==> config.mk <==
export PLATFORM = sky130hd
export DESIGN_NAME = ring_queue_with_front_insert_unit
export DESIGN_NICKNAME = d
export VERILOG_FILES = /design/src/hw/rtl/rqfi_pkg.sv /design/src/hw/rtl/rqfi_ctrl.sv /design/src/hw/rtl/rqfi_store.sv /design/src/hw/rtl/ring_queue_with_front_insert_unit.sv
export SDC_FILE = /design/constraint.sdc
export NUM_CORES = 1
export LEC_CHECK = 0
export BUFFER_PORTS_ARGS = -buffer_cell sky130_fd_sc_hd__buf_4
export CAP_MARGIN = 15
export CORE_UTILIZATION = 50
export CTS_CLUSTER_SIZE = 10
export DETAILED_ROUTE_END_ITERATION = 12
export HOLD_SLACK_MARGIN = 0.12
export PLACE_DENSITY_LB_ADDON = 0.12
export RECOVER_POWER = 50
export SKIP_CTS_REPAIR_TIMING = 1
export SLEW_MARGIN = 20
export SYNTH_ARGS = -nofsm -noshare
export SYNTH_HDL_FRONTEND = slang
export SYNTH_SLANG_ARGS = --single-unit
==> constraint.sdc <==
create_clock -name clk -period 8.85 [get_ports clk]
set_clock_uncertainty 0.1 [all_clocks]
set_input_delay 1.77 -clock clk [delete_from_list [all_inputs] [get_ports clk]]
set_output_delay 1.77 -clock clk [all_outputs]
set_load 0.01 [all_outputs]
==> src/hw/rtl/rqfi_pkg.sv <==
// rqfi_pkg: shared types and constants for the ring queue with front insert
// holds opcode and status codes, transaction structs and parameter defaults
// no dependencies
package rqfi_pkg;

  localparam int DEPTH_DEF      = 16;
  localparam int DATA_WIDTH_DEF = 16;
  localparam int ENTRY_W        = 16;
  localparam int FILL_W         = 4;

  typedef enum logic [1:0] {
    OP_PUSH_BACK  = 2'd0,
    OP_PUSH_FRONT = 2'd1,
    OP_POP_FRONT  = 2'd2,
    OP_PEEK_FRONT = 2'd3
  } op_t;

  typedef enum logic [1:0] {
    ST_OK    = 2'd0,
    ST_FULL  = 2'd1,
    ST_EMPTY = 2'd2
  } status_t;

  typedef struct packed {
    logic [1:0]         opcode;
    logic [ENTRY_W-1:0] entry_data;
  } cmd_t;

  typedef struct packed {
    logic [ENTRY_W-1:0] read_data;
    logic [1:0]         status;
    logic [FILL_W-1:0]  fill_count;
  } rsp_t;

  // controls from pointer logic to the slot store
  typedef struct packed {
    logic wr_en;
    logic rd_en;
  } store_ctl_t;

endpackage

==> src/hw/rtl/rqfi_ctrl.sv <==
// rqfi_ctrl: head/tail/count registers, status decode and result register
// depends on rqfi_pkg
module rqfi_ctrl #(
  parameter int DEPTH = rqfi_pkg::DEPTH_DEF
) (
  input  logic                      clk,
  input  logic                      rst,
  input  logic                      accept,
  input  logic [1:0]                opcode,
  output rqfi_pkg::store_ctl_t      store_ctl,
  output logic [$clog2(DEPTH)-1:0]  wr_addr,
  output logic [$clog2(DEPTH)-1:0]  rd_addr,
  output logic                      done,
  output logic [1:0]                status,
  output logic [rqfi_pkg::FILL_W-1:0] fill_count
);

  localparam int PTR_W  = $clog2(DEPTH);
  localparam int CNT_W  = $clog2(DEPTH);
  localparam int FILL_W = rqfi_pkg::FILL_W;
  localparam logic [PTR_W-1:0] PTR_LAST = PTR_W'(DEPTH - 1);
  localparam logic [CNT_W-1:0] CNT_FULL = CNT_W'(DEPTH - 1);

  logic [PTR_W-1:0] head, head_next, tail, tail_next;
  logic [CNT_W-1:0] count, count_next;
  logic [PTR_W-1:0] head_inc, head_dec, tail_inc;
  rqfi_pkg::status_t status_next;
  logic full, empty;

  assign head_inc = (head == PTR_LAST) ? '0 : head + 1'b1;
  assign head_dec = (head == '0) ? PTR_LAST : head - 1'b1;
  assign tail_inc = (tail == PTR_LAST) ? '0 : tail + 1'b1;
  assign full     = (count == CNT_FULL);
  assign empty    = (count == '0);
  assign rd_addr  = head;

  always_comb begin
    head_next   = head;
    tail_next   = tail;
    count_next  = count;
    status_next = rqfi_pkg::ST_OK;
    store_ctl   = '0;
    wr_addr     = tail_inc;
    case (rqfi_pkg::op_t'(opcode))
      rqfi_pkg::OP_PUSH_BACK: begin
        if (full) begin
          status_next = rqfi_pkg::ST_FULL;
        end else begin
          store_ctl.wr_en = accept;
          tail_next       = tail_inc;
          count_next      = count + 1'b1;
        end
      end
      rqfi_pkg::OP_PUSH_FRONT: begin
        wr_addr = head_dec;
        if (full) begin
          status_next = rqfi_pkg::ST_FULL;
        end else begin
          store_ctl.wr_en = accept;
          head_next       = head_dec;
          count_next      = count + 1'b1;
        end
      end
      rqfi_pkg::OP_POP_FRONT: begin
        if (empty) begin
          status_next = rqfi_pkg::ST_EMPTY;
        end else begin
          store_ctl.rd_en = accept;
          head_next       = head_inc;
          count_next      = count - 1'b1;
        end
      end
      rqfi_pkg::OP_PEEK_FRONT: begin
        if (empty) begin
          status_next = rqfi_pkg::ST_EMPTY;
        end else begin
          store_ctl.rd_en = accept;
        end
      end
      default: begin
        status_next = rqfi_pkg::ST_OK;
      end
    endcase
  end

  always_ff @(posedge clk) begin
    if (rst) begin
      head  <= '0;
      tail  <= PTR_LAST;
      count <= '0;
      done  <= 1'b0;
    end else begin
      done <= accept;
      if (accept) begin
        head  <= head_next;
        tail  <= tail_next;
        count <= count_next;
      end
    end
  end

  // result payload, no reset needed; count is cut or widened to the field
  always_ff @(posedge clk) begin
    if (accept) begin
      status     <= status_next;
      fill_count <= FILL_W'(count_next);
    end
  end

endmodule

==> src/hw/rtl/rqfi_store.sv <==
// rqfi_store: slot memory with one write port and a registered read port
// depends on rqfi_pkg
module rqfi_store #(
  parameter int DEPTH  = rqfi_pkg::DEPTH_DEF,
  parameter int KEEP_W = rqfi_pkg::ENTRY_W
) (
  input  logic                     clk,
  input  rqfi_pkg::store_ctl_t     store_ctl,
  input  logic [$clog2(DEPTH)-1:0] wr_addr,
  input  logic [KEEP_W-1:0]        wr_data,
  input  logic [$clog2(DEPTH)-1:0] rd_addr,
  output logic [KEEP_W-1:0]        rd_data
);

  logic [KEEP_W-1:0] mem [DEPTH];
  logic [KEEP_W-1:0] rd_q;
  logic              rd_keep;

  always_ff @(posedge clk) begin
    if (store_ctl.wr_en) begin
      mem[wr_addr] <= wr_data;
    end
  end

  always_ff @(posedge clk) begin
    rd_keep <= store_ctl.rd_en;
    if (store_ctl.rd_en) begin
      rd_q <= mem[rd_addr];
    end
  end

  // pushes and refused reads show zero
  assign rd_data = rd_keep ? rd_q : '0;

endmodule

==> src/hw/rtl/ring_queue_with_front_insert_unit.sv <==
// ring_queue_with_front_insert_unit: top level of the circular handle queue
// instantiates rqfi_ctrl and rqfi_store; types from rqfi_pkg
//
//  channel   handshake            payload       direction
//  command   start / busy         cmd (cmd_t)   in
//  result    done (strobe only)   rsp (rsp_t)   out
//
// one transaction is taken per cycle while busy is low; its result strobes on done the cycle after
// the command edge, so throughput is one per cycle
// slot memory is read at the command edge into a registered read port
// busy is high only while rst is asserted; no clearing pass, slots hold junk until pushed
// the receiver cannot stall, so every result is valid on rsp only in the cycle done marks it
module ring_queue_with_front_insert_unit #(
  parameter int DEPTH      = rqfi_pkg::DEPTH_DEF,
  parameter int DATA_WIDTH = rqfi_pkg::DATA_WIDTH_DEF
) (
  input  logic           clk,
  input  logic           rst,
  input  logic           start,
  output logic           busy,
  input  rqfi_pkg::cmd_t cmd,
  output logic           done,
  output rqfi_pkg::rsp_t rsp
);

  // only the low bits of a handle that fit both the entry field and DATA_WIDTH are kept
  localparam int KEEP_W = (DATA_WIDTH < rqfi_pkg::ENTRY_W) ? DATA_WIDTH : rqfi_pkg::ENTRY_W;
  localparam int PTR_W  = $clog2(DEPTH);

  logic                          accept;
  rqfi_pkg::store_ctl_t          store_ctl;
  logic [PTR_W-1:0]              wr_addr, rd_addr;
  logic [KEEP_W-1:0]             rd_data;
  logic [1:0]                    status;
  logic [rqfi_pkg::FILL_W-1:0]   fill_count;
  logic [rqfi_pkg::ENTRY_W-1:0]  read_data;

  assign busy   = rst;
  assign accept = start & ~busy;

  rqfi_ctrl #(
    .DEPTH (DEPTH)
  ) u_ctrl (
    .clk        (clk),
    .rst        (rst),
    .accept     (accept),
    .opcode     (cmd.opcode),
    .store_ctl  (store_ctl),
    .wr_addr    (wr_addr),
    .rd_addr    (rd_addr),
    .done       (done),
    .status     (status),
    .fill_count (fill_count)
  );

  rqfi_store #(
    .DEPTH  (DEPTH),
    .KEEP_W (KEEP_W)
  ) u_store (
    .clk       (clk),
    .store_ctl (store_ctl),
    .wr_addr   (wr_addr),
    .wr_data   (cmd.entry_data[KEEP_W-1:0]),
    .rd_addr   (rd_addr),
    .rd_data   (rd_data)
  );

  // widen stored handle back to the entry field
  generate
    if (KEEP_W < rqfi_pkg::ENTRY_W) begin : g_widen
      assign read_data = {{(rqfi_pkg::ENTRY_W - KEEP_W){1'b0}}, rd_data};
    end else begin : g_full
      assign read_data = rd_data;
    end
  endgenerate

  assign rsp.read_data  = read_data;
  assign rsp.status     = status;
  assign rsp.fill_count = fill_count;

endmodule

### After elaboration in Yosys (flattened, before gate mapping)

Memories as Yosys holds them, arrays and structs flattened. A register that Yosys moved wholly into a read port is not among the register bits.
Index checks and enable logic that the tools add are counted.

| storage, ports and cells | value |
|---|---|
| word-level logic and storage cells | 52 |
| memory bits (writable) | 256 |
| memories | 1 |
| register bits after elaboration | 20 |
| output and inout port bits | 24 |
| input bits | 21 |

Memories:

| name | depth | width | rd ports | clocked after Yosys merged registers in | wr ports | line | text |
|---|---|---|---|---|---|---|---|
| u_store.mem | 16 | 16 | 1 | 1 | 1 | rqfi_store.sv:15 | `logic [KEEP_W-1:0] mem [DEPTH];` |

| cells by class | value |
|---|---|
| equality and inequality tests | 8 |
| add/subtract/negate cells | 5 |
| reductions and logical operators | 8 |
| multiplexer cells | 20 |
| bitwise operators | 3 |

Operators with widths:

| operator | count |
|---|---|
| $mux 4 | 8 |
| $mux 16 | 1 |
| $pmux 4 s2 | 2 |
| $add 4x1->4 const B | 3 |
| $eq 4x4->1 const B | 3 |
| $logic_not 4->1 | 2 |
| $sub 4x1->4 const B | 2 |
| $mux 1 | 7 |
| $eq 2x2->1 const B | 2 |
| $ne 2x2->1 const B | 2 |
| $pmux 2 s2 | 1 |
| $reduce_and 4->1 | 1 |
| $reduce_or 2->1 | 2 |
| $reduce_and 3->1 | 1 |
| $eq 2x1->1 const B | 1 |
| $logic_not 2->1 | 1 |
| $mux 2 | 1 |
| $not 1->1 | 2 |
| $reduce_bool 2->1 | 1 |
| $and 1x1->1 | 1 |

### Logic depth before layout (Yosys ltp)

Gate-level depths: netlist of run 1.

| logic depth | value |
|---|---|
| depth in word-level cells | 6 |
| gate-level depth with buffers | 8 |
| depth with buffers taken out | 6 |

### Hierarchy

Synthesis of run 1 repeated with hierarchy kept, for this count alone.

| unflattened totals | value |
|---|---|
| cell total of the unflattened synthesis | 592 |
| area, all modules | 11603.6 sq um |

By module, submodules not included:

| module | cells an instance | instances | area each (sq um) | sequential area each (sq um) |
|---|---|---|---|---|
| rqfi_store | 450 | 1 | 10364.9 | 8187.9 |
| rqfi_ctrl | 140 | 1 | 1217.4 | 440.4 |
| ring_queue_with_front_insert_unit | 2 | 1 | 21.3 | 0.0 |

### Worst setup path before layout of run 1

No wires, ideal clock.

| timing | value |
|---|---|
| path kind | input-to-reg |
| from | input port cmd[16] (netlist name) |
| to | register u_store.rd_q[0], read port of u_store.mem, enable pin |
| path slack | 4.712 ns |
| stages on the path | 4 |
| arrival time | 3.623 ns |
| setup time | 0.414 ns |
| required time | 8.336 ns |
| cell sequence | ha_1 buf_1 nor2_1 nor3b_1 |

RTL lines:

| element | line | text |
|---|---|---|
| start, declared | ring_queue_with_front_insert_unit.sv:21 | `input rqfi_pkg::cmd_t cmd,` |
| end, declared | rqfi_store.sv:16 | `logic [KEEP_W-1:0] rd_q;` |

### Final worst setup path of run 1

| timing | value |
|---|---|
| from | register u_ctrl.head[0] (netlist: u_ctrl.rd_addr[0]) |
| to | memory u_store.mem[3][8] (netlist name), enable pin |

| between the ends | value |
|---|---|
| word-level cells in the longest chain between the ends | 3 |
| elaborated cells on any way between the ends | 4 |

Ends and longest elaborated chain:

| element | line | text |
|---|---|---|
| start, declared | rqfi_ctrl.sv:24 | `logic [PTR_W-1:0] head, head_next, tail, tail_next;` |
| start signal, assigned | rqfi_ctrl.sv:95 | `head <= head_next;` |
| $sub 4x1->4 or $logic_not 4->1 (tied branches) | rqfi_ctrl.sv:31 | `assign head_dec = (head == '0) ? PTR_LAST : head - 1'b1;` |
| $mux 4 (*) | rqfi_ctrl.sv:31 |  |
| $mux 4 (*) | rqfi_ctrl.sv:44 | `case (rqfi_pkg::op_t'(opcode))` |
| end, declared | rqfi_store.sv:15 |  |

Mark *: on every way between the ends. The rest lies on a longest branch, timed or not.

==> results of run 1 <==
metal layers:
layer,wire [µm],GRT usage (%)
met5,0,0
met4,909,8.87
met3,1210,2.99
met2,13000,37.3
met1,10800,29.6
flip-flops by register name, indices dropped and copies added (netlist names):
register           count
u_store.rd_q          16
u_store.rd_keep        1
u_ctrl.fill_count      4
u_store.mem          256
u_ctrl.status          2
u_ctrl.rd_addr         4
u_ctrl.count           4
u_ctrl.done            1
u_ctrl.tail            4
path summary, 6_finish.rpt:
check / end / slack (ns) / depth (start not counted) / startpoint
worst max-delay path: u_store.mem[3][8] / 3.63 / 5 / u_ctrl.rd_addr[0]
worst min-delay path: u_ctrl.tail[1] / 0.46 / 2 / u_ctrl.tail[1]
worst max register to register: u_store.mem[3][8] / 3.63 / 5 / u_ctrl.rd_addr[0]
worst min register to register: u_ctrl.tail[1] / 0.46 / 2 / u_ctrl.tail[1]
per-stage QoR:
stage / hold slack (ns) / worst slack (ns)
after floorplan: 0.407 / 4.71
after global placement: 0.429 / 3.92
after detailed placement: 0.452 / 3.80
after CTS: 0.459 / 4.31
after global routing: 0.499 / 2.99
final: 0.463 / 3.63
cell usage after synthesis (6+ instances only):
cell type and n:
dfxtp_1 14, a21oi_1 20, ha_1 9, nor2_1 33, mux4_2 64, edfxtp_1 278, buf_2 6, nand2_1 42
o21ai_0 9, and2_1 17, mux2i_1 20, clkbuf_1 11, buf_4 6, buf_6 6, inv_1 10, and3_1 18
cell type report:
class / instances / area (µm²)
fill: 1828 / 10000
sequential: 292 / 8630
multi-input combinational: 297 / 3020
clock buffer: 52 / 1000
tap: 319 / 399
timing repair buffer: 49 / 263
inverter: 12 / 45.0
clock inverter: 1 / 3.75
where the power goes:
part	switching (µW)	internal [µW]	total, µW	leakage (µW)
sequential	14.5	1530	1550	0.00262
clock	501	772	1270	0.000487
combinational	132	79.2	211	0.00115
total	647	2390	3030	0.00426
cells by family after synthesis:
group,Yosys count
AND/OR/NAND/NOR,139
AO/OA/AOI/OAI,58
buffers and inverters,46
flip-flops,292
adder cells (fa/ha/maj),9
XOR/XNOR,4
multiplexers,87
worst max-delay path, cell delays in order, from the launching register on:
cell and delay [ns]:
dfxtp_4 0.80, clkbuf_1 2.28, o21ba_1 0.43, o311ai_4 0.11, o22a_1 0.32, nor2_2 0.77
==> flow_summary.json, run 1 <==
{
  "status": "complete, but fails checks",
  "failed_checks": "max-capacitance violations, max-slew violations",
  "pin_count": 45,
  "endpoint_kind": "register",
  "layout_commonest_cell": "edfxtp_1",
  "drtAntennaViolNets": 0,
  "clk_pin_slew_ns": 0.05,
  "synth-compound-area-share_pct": 3.78,
  "synth_area_leaders": "edfxtp_1 (70%), mux4_2 (12%), dfxtp_1 (2.4%)",
  "finalHoldViolCount": 0,
  "synthMuxAreaShare_pct": 14.1,
  "max_cap_viol_count": 1,
  "drc_errors": 0,
  "first_pass_iters": 4,
  "grt_usage_pct": 22.2,
  "synth_cells": 635,
  "min_period_ns": 5.22,
  "final_area_mm2": 0.0134,
  "drv_slew": 42,
  "post_drt_wl_per_cell_um": 25.3,
  "tns_ns": 0,
  "core_area_mm2": 0.0234,
  "cts_buffers": 35,
  "tightest_slew_ns": 3.15,
  "viasPerCell": 5.86,
  "yosys.area.top_type": "edfxtp_1",
  "synth_top_area_share_pct": 70.2,
  "cp.arrival_ns": 5.23,
  "peakVddDrop_uv": 151,
  "synthXorXnorAreaFrac_pct": 0.295,
  "ys_seq_area_share_pct": 72.6,
  "synth.cell_area_mm2": 0.0119,
  "clock-sinks": 292,
  "synthFlopType": "edfxtp_1",
  "p_per_area_mw_per_mm2": 227,
  "final_cell_mix": "edfxtp_1 (278), mux4_2 (64), nand2_1 (42)",
  "drt-total-wl_um": 25900,
  "synthSimpleGateAreaFrac_pct": 6.01,
  "grt_antenna_before_repair": 0,
  "period_share_pct": 59.0,
  "synth_edf_count": 278,
  "avgSynthCellArea_um2": 18.7,
  "max_freq_ghz": 0.191,
  "placed_cells": 969,
  "place.gp.congestion": 0.841,
  "cts-htree-levels": 2,
  "clk_path_buf_depth": 3,
  "start_util_pct": 50.8,
  "synthAdderAreaFrac_pct": 0.947,
  "chipHeight_um": 156,
  "cts_tree": "built",
  "fin_nets": 717,
  "setup_violations": 0,
  "grt_pass1_vias": 6154,
  "syn2layout_area_growth_pct": 12.4,
  "required_ns": 8.86,
  "vias": 5987,
  "p_leak_uw": 0.00426,
  "postSynth.asyncResetShare_pct": 0,
  "synth-seq-cells": 292,
  "clock-root-buffer": "clkbuf_16",
  "place.port_buffers": 44,
  "instances_no_fill": 1022,
  "die_w_um": 156,
  "fp.dieArea_mm2": 0.0244,
  "power.total_uw": 3030,
  "drt-initial-drc-count": 550,
  "synth_cell_type_count": 59,
  "synth.net_count": 665,
  "grt_max_degree": 56,
  "synth_top_family_by_area": "multiplexers",
  "hpwl_um": 15900,
  "drive_gt1_share_pct": 22.5,
  "place_area_mm2": 0.0125,
  "clkLatencyLatePin_ns": 0.50,
  "crit_path_start_kind": "register",
  "grt_pass1_wl_um": 38500,
  "slew_headroom_pct": -110,
  "crit_path_max_fanout": 41,
  "synth_warnings": 0,
  "post-route-util_pct": 57.1,
  "crit_type": "register to register",
  "gr-total-overflow": 0,
  "grt_setup_unrepaired": "false",
  "min-delay-path-class": "register to register",
  "num_antenna_cells": 0,
  "rows": 56
}
Note: power is estimated with default switching activity, not from simulation.
==> inputs of run 2 (changes only) <==
Clock period 8.85 ns to 5 ns, I/O delays scaled along.
==> flow_summary.json, run 2 (synthesized netlist as in run 1, its figures left out) <==
{
  "status": "complete, but fails checks",
  "failed_checks": "max-capacitance violations, max-slew violations",
  "r2r_setup_slack_ns": 1.62,
  "combPwrFrac_pct": 6.7,
  "clkPwrFrac_pct": 40.7,
  "layout_commonest_cell": "edfxtp_1",
  "peakVddDrop_uv": 257,
  "slew_headroom_pct": -2.11,
  "place_area_mm2": 0.0125,
  "min-delay-path-class": "register to register",
  "fin_nets": 716,
  "grt_pass1_vias": 5991,
  "clk_path_buf_depth": 3,
  "die_w_um": 156,
  "place.gp.congestion": 0.780,
  "setup_violations": 0,
  "finalHoldViolCount": 0,
  "cts-htree-levels": 2,
  "syn2layout_area_growth_pct": 11.5,
  "drive_gt1_share_pct": 22.0,
  "drtAntennaViolNets": 0,
  "tightest_slew_ns": 1.49,
  "internal_power_uw": 4120,
  "p_leak_uw": 0.00421,
  "final_area_mm2": 0.0133,
  "gr-total-overflow": 0,
  "hold_slack_ns": 0.446,
  "hpwl_um": 16100,
  "cts_tree": "built",
  "start_util_pct": 50.8,
  "rows": 56,
  "min_period_ns": 3.64,
  "cp.arrival_ns": 3.64,
  "largest_registers": "u_store.mem: 256 flops, u_store.rd_q: 16 flops",
  "drv_slew": 1,
  "clock-sinks": 292,
  "crit_path_start_kind": "input port",
  "crit_type": "input port to register",
  "min_path_cells": 1,
  "largest_reg_flops": 256,
  "num_antenna_cells": 0,
  "pin_count": 45,
  "power.total_uw": 5230,
  "multiInputGateArea_mm2": 0.00299,
  "n_fill_cell": 1863,
  "grt_usage_pct": 21.6,
  "p_sw_uw": 1110,
  "clk_pin_slew_ns": 0.05,
  "seqCellArea_mm2": 0.00864,
  "tns_ns": 0,
  "post_drt_wl_per_cell_um": 24.9,
  "place.port_buffers": 44,
  "core_area_mm2": 0.0234,
  "clkLatencyLatePin_ns": 0.49,
  "fp.dieArea_mm2": 0.0244,
  "final_cell_mix": "edfxtp_1 (278), mux4_2 (64), nand2_1 (42)",
  "p_per_area_mw_per_mm2": 394,
  "crit_path_max_fanout": 16,
  "viasPerCell": 5.92,
  "chipHeight_um": 156,
  "grt_max_degree": 55,
  "grt_antenna_before_repair": 0,
  "grt_pass1_wl_um": 37900,
  "first_pass_iters": 5,
  "max_freq_ghz": 0.275,
  "switching_share_pct": 21.3,
  "required_ns": 5.00,
  "top_register": "u_store.mem",
  "reg2reg_depth": 5,
  "cts_buffers": 35,
  "drt-initial-drc-count": 525,
  "period_share_pct": 72.8,
  "grt_setup_unrepaired": "false",
  "max_cap_viol_count": 1,
  "drc_errors": 0,
  "seqPwrFrac_pct": 52.5,
  "endpoint_kind": "register",
  "clock-root-buffer": "clkbuf_16",
  "vias": 6012,
  "drt-total-wl_um": 25300
}
==> run 2: layout make-up <==
type | count | area share [%]
flip-flops and latches | 292 | 65.1
clock buffers | 45 | 6.89
well taps | 319 | 3.01
repair buffers | 48 | 1.93
clock inverters | 3 | 0.132
inverters | 12 | 0.340
multi-input cells | 297 | 22.6
==> run 2: layer usage <==
layer  share of wire, %  GRT usage (%)
met1                 46           33.0
met2                 46           32.5
met3                7.0           4.24
met4                1.3           4.62
met5                  0              0
==> run 2: metrics by stage <==
stage               setup slack (ns)  utilization, %  instances
finish                          1.36            56.7       1016
floorplan                       1.63               -        635
global route                    1.15            56.7       1016
detailed placement             0.821            53.3        968
global placement               0.948            53.3        968
CTS                             1.34            57.3       1016
==> run 2: final timing paths <==
check                        end              start
min reg2reg       u_ctrl.tail[2]     u_ctrl.tail[2]
min               u_ctrl.tail[2]     u_ctrl.tail[2]
max          u_store.mem[11][14]            cmd[17]
max reg2reg   u_store.mem[13][8]  u_ctrl.rd_addr[0]
==> run 2: worst max-delay path, stage by stage <==
cell and delay, ns:
clkbuf_1 0.10, inv_1 0.08, ha_1 0.46, nor2_1 0.18, nor3_1 0.54, nand4_1 0.41, nor2_2 0.86
==> run 2: power groups by stage <==
stage | Clock (µW) | Combinational [µW] | Sequential, µW
floorplan | 0 | 250 | 2770
global placement | 0 | 362 | 2790
detailed placement | 0 | 367 | 2800
CTS | 2160 | 368 | 2750
global route | 2250 | 383 | 2750
finish | 2130 | 352 | 2750
==> inputs of run 3 (changes only) <==
Clock period 5 ns to 3.4 ns, I/O delays scaled along.
==> flow_summary.json, run 3 (synthesized netlist as in run 1, its figures left out) <==
{
  "slew_headroom_pct": 14.8,
  "multiInputGateArea_mm2": 0.00300,
  "drtAntennaViolNets": 0,
  "grt_pass1_wl_um": 37800,
  "finalHoldViolCount": 0,
  "hold_slack_ns": 0.335,
  "p_leak_uw": 0.00442,
  "fp.dieArea_mm2": 0.0244,
  "grt_pass1_vias": 6323,
  "vias": 6048,
  "critPathSlowestCell": "clkbuf_1",
  "place.port_buffers": 44,
  "cts_tree": "built",
  "clock-root-buffer": "clkbuf_16",
  "tightest_slew_ns": 1.28,
  "largest_registers": "u_store.mem: 256 flops, u_store.rd_q: 16 flops",
  "whs_endpoint": "u_ctrl.count[3]",
  "r2r_setup_slack_ns": 0.67,
  "crit_path_max_fanout": 17,
  "cts-htree-levels": 2,
  "rows": 56,
  "crit_path_start_kind": "register",
  "status": "finished, final reports clean",
  "min_from": "start",
  "critPathMaxStageDelay_ns": 0.95,
  "final_cell_mix": "edfxtp_1 (278), mux4_2 (64), buf_4 (48)",
  "min-delay-path-class": "input port to register",
  "endpoint_kind": "register",
  "top_register": "u_store.mem",
  "clk_path_buf_depth": 3,
  "num_antenna_cells": 0,
  "hpwl_um": 15600,
  "first_pass_iters": 4,
  "cp.arrival_ns": 2.74,
  "tns_ns": 0,
  "crit_family": "buffers and inverters",
  "seqCellArea_mm2": 0.00863,
  "layout_commonest_cell": "edfxtp_1",
  "cts_buffers": 35,
  "max_cap_viol_count": 0,
  "max_freq_ghz": 0.366,
  "chipHeight_um": 156,
  "syn2layout_area_growth_pct": 14.4,
  "fin_ws_ns": 0.666,
  "grt_max_degree": 75,
  "start_util_pct": 50.8,
  "die_w_um": 156,
  "clk_pin_slew_ns": 0.05,
  "min_period_ns": 2.73,
  "pin_count": 45,
  "period_share_pct": 80.4,
  "drv_slew": 0,
  "fin_nets": 745,
  "min_path_cells": 2,
  "reg2reg_from": "u_ctrl.count[0]",
  "setup_violations": 0,
  "required_ns": 3.41,
  "drt-initial-drc-count": 494,
  "place.gp.congestion": 0.800,
  "post_drt_wl_per_cell_um": 23.5,
  "drt-total-wl_um": 24700,
  "grt_setup_unrepaired": "false",
  "core_area_mm2": 0.0234,
  "clock-sinks": 292,
  "crit_type": "register to register",
  "clkLatencyLatePin_ns": 0.50,
  "path_cells": "inv_1 > ha_1 > or3b_2 > nor3b_1 > clkbuf_1",
  "dpl_worst_slack_ns": 0.444,
  "p_per_area_mw_per_mm2": 580,
  "r2r-end": "u_store.rd_q[7]",
  "reg2reg_depth": 5,
  "grt_usage_pct": 21.5,
  "peakVddDrop_uv": 406,
  "viasPerCell": 5.74,
  "largest_reg_flops": 256,
  "drive_gt1_share_pct": 25.2,
  "cp_num_buf_inv": 2,
  "n_fill_cell": 1798,
  "drc_errors": 0,
  "gr-total-overflow": 0,
  "grt_antenna_before_repair": 0
}
[run 3: changes by cell type in the layout (fill, tap and decap cells not counted), moves of 2 or more]
| cell | previous run | this run |
|---|---|---|
| clkbuf_8 | 0 | 2 |
| buf_12 | 0 | 2 |
| clkbuf_1 | 38 | 45 |
| clkbuf_16 | 35 | 37 |
| buf_4 | 20 | 48 |
[run 3: layout make-up]
| type | count | area share (%) |
|---|---|---|
| tap | 319 | 2.93 |
| sequential | 292 | 63.5 |
| clock buffer | 57 | 7.51 |
| timing repair buffer | 77 | 3.69 |
| inverter | 12 | 0.331 |
| multi-input combinational | 297 | 22.1 |
[run 3: worst max-delay path by stage]
stage / startpoint / end / slack [ns] / cells after the start
detailed placement: cmd[16] / u_store.mem[15][3] / 0.44 / 8
global route: u_ctrl.count[0] / u_store.rd_q[9] / 0.43 / 5
finish: u_ctrl.count[0] / u_store.rd_q[7] / 0.67 / 5
global placement: cmd[16] / u_store.mem[3][10] / 0.52 / 8
floorplan: cmd[16] / u_store.rd_q[0] / 0.35 / 4
CTS: u_ctrl.count[0] / u_store.mem[15][2] / 0.77 / 6
[run 3: per-stage QoR]
step	std cells	util [%]	total power, µW	cell area, µm²
6_report	1054	58.1	7890	13600
5_1_grt	1054	58.1	8150	13600
4_1_cts	1054	58.7	7990	13700
3_5_place_dp	997	54.3	4660	12700
3_3_place_gp	997	54.3	4650	12700
2_1_floorplan	635	-	4450	11900
[run 3: per-layer routing]
| metal | GRT usage, % | routed length (µm) | vias up |
|---|---|---|---|
| met4 | 6.54 | 514 | 0 |
| met5 | 0 | 0 | - |
| met2 | 36.4 | 12600 | 187 |
| met3 | 3.74 | 1250 | 41 |
| li1 | - | - | 2700 |
| met1 | 28.5 | 10300 | 3120 |
[run 3: report_power, final]
| part | switching, µW | internal, µW | total, µW | leakage, µW |
|---|---|---|---|---|
| Sequential | 30.9 | 3990 | 4020 | 0.00262 |
| Clock | 1300 | 2030 | 3330 | 0.000492 |
| Combinational | 326 | 214 | 541 | 0.00131 |
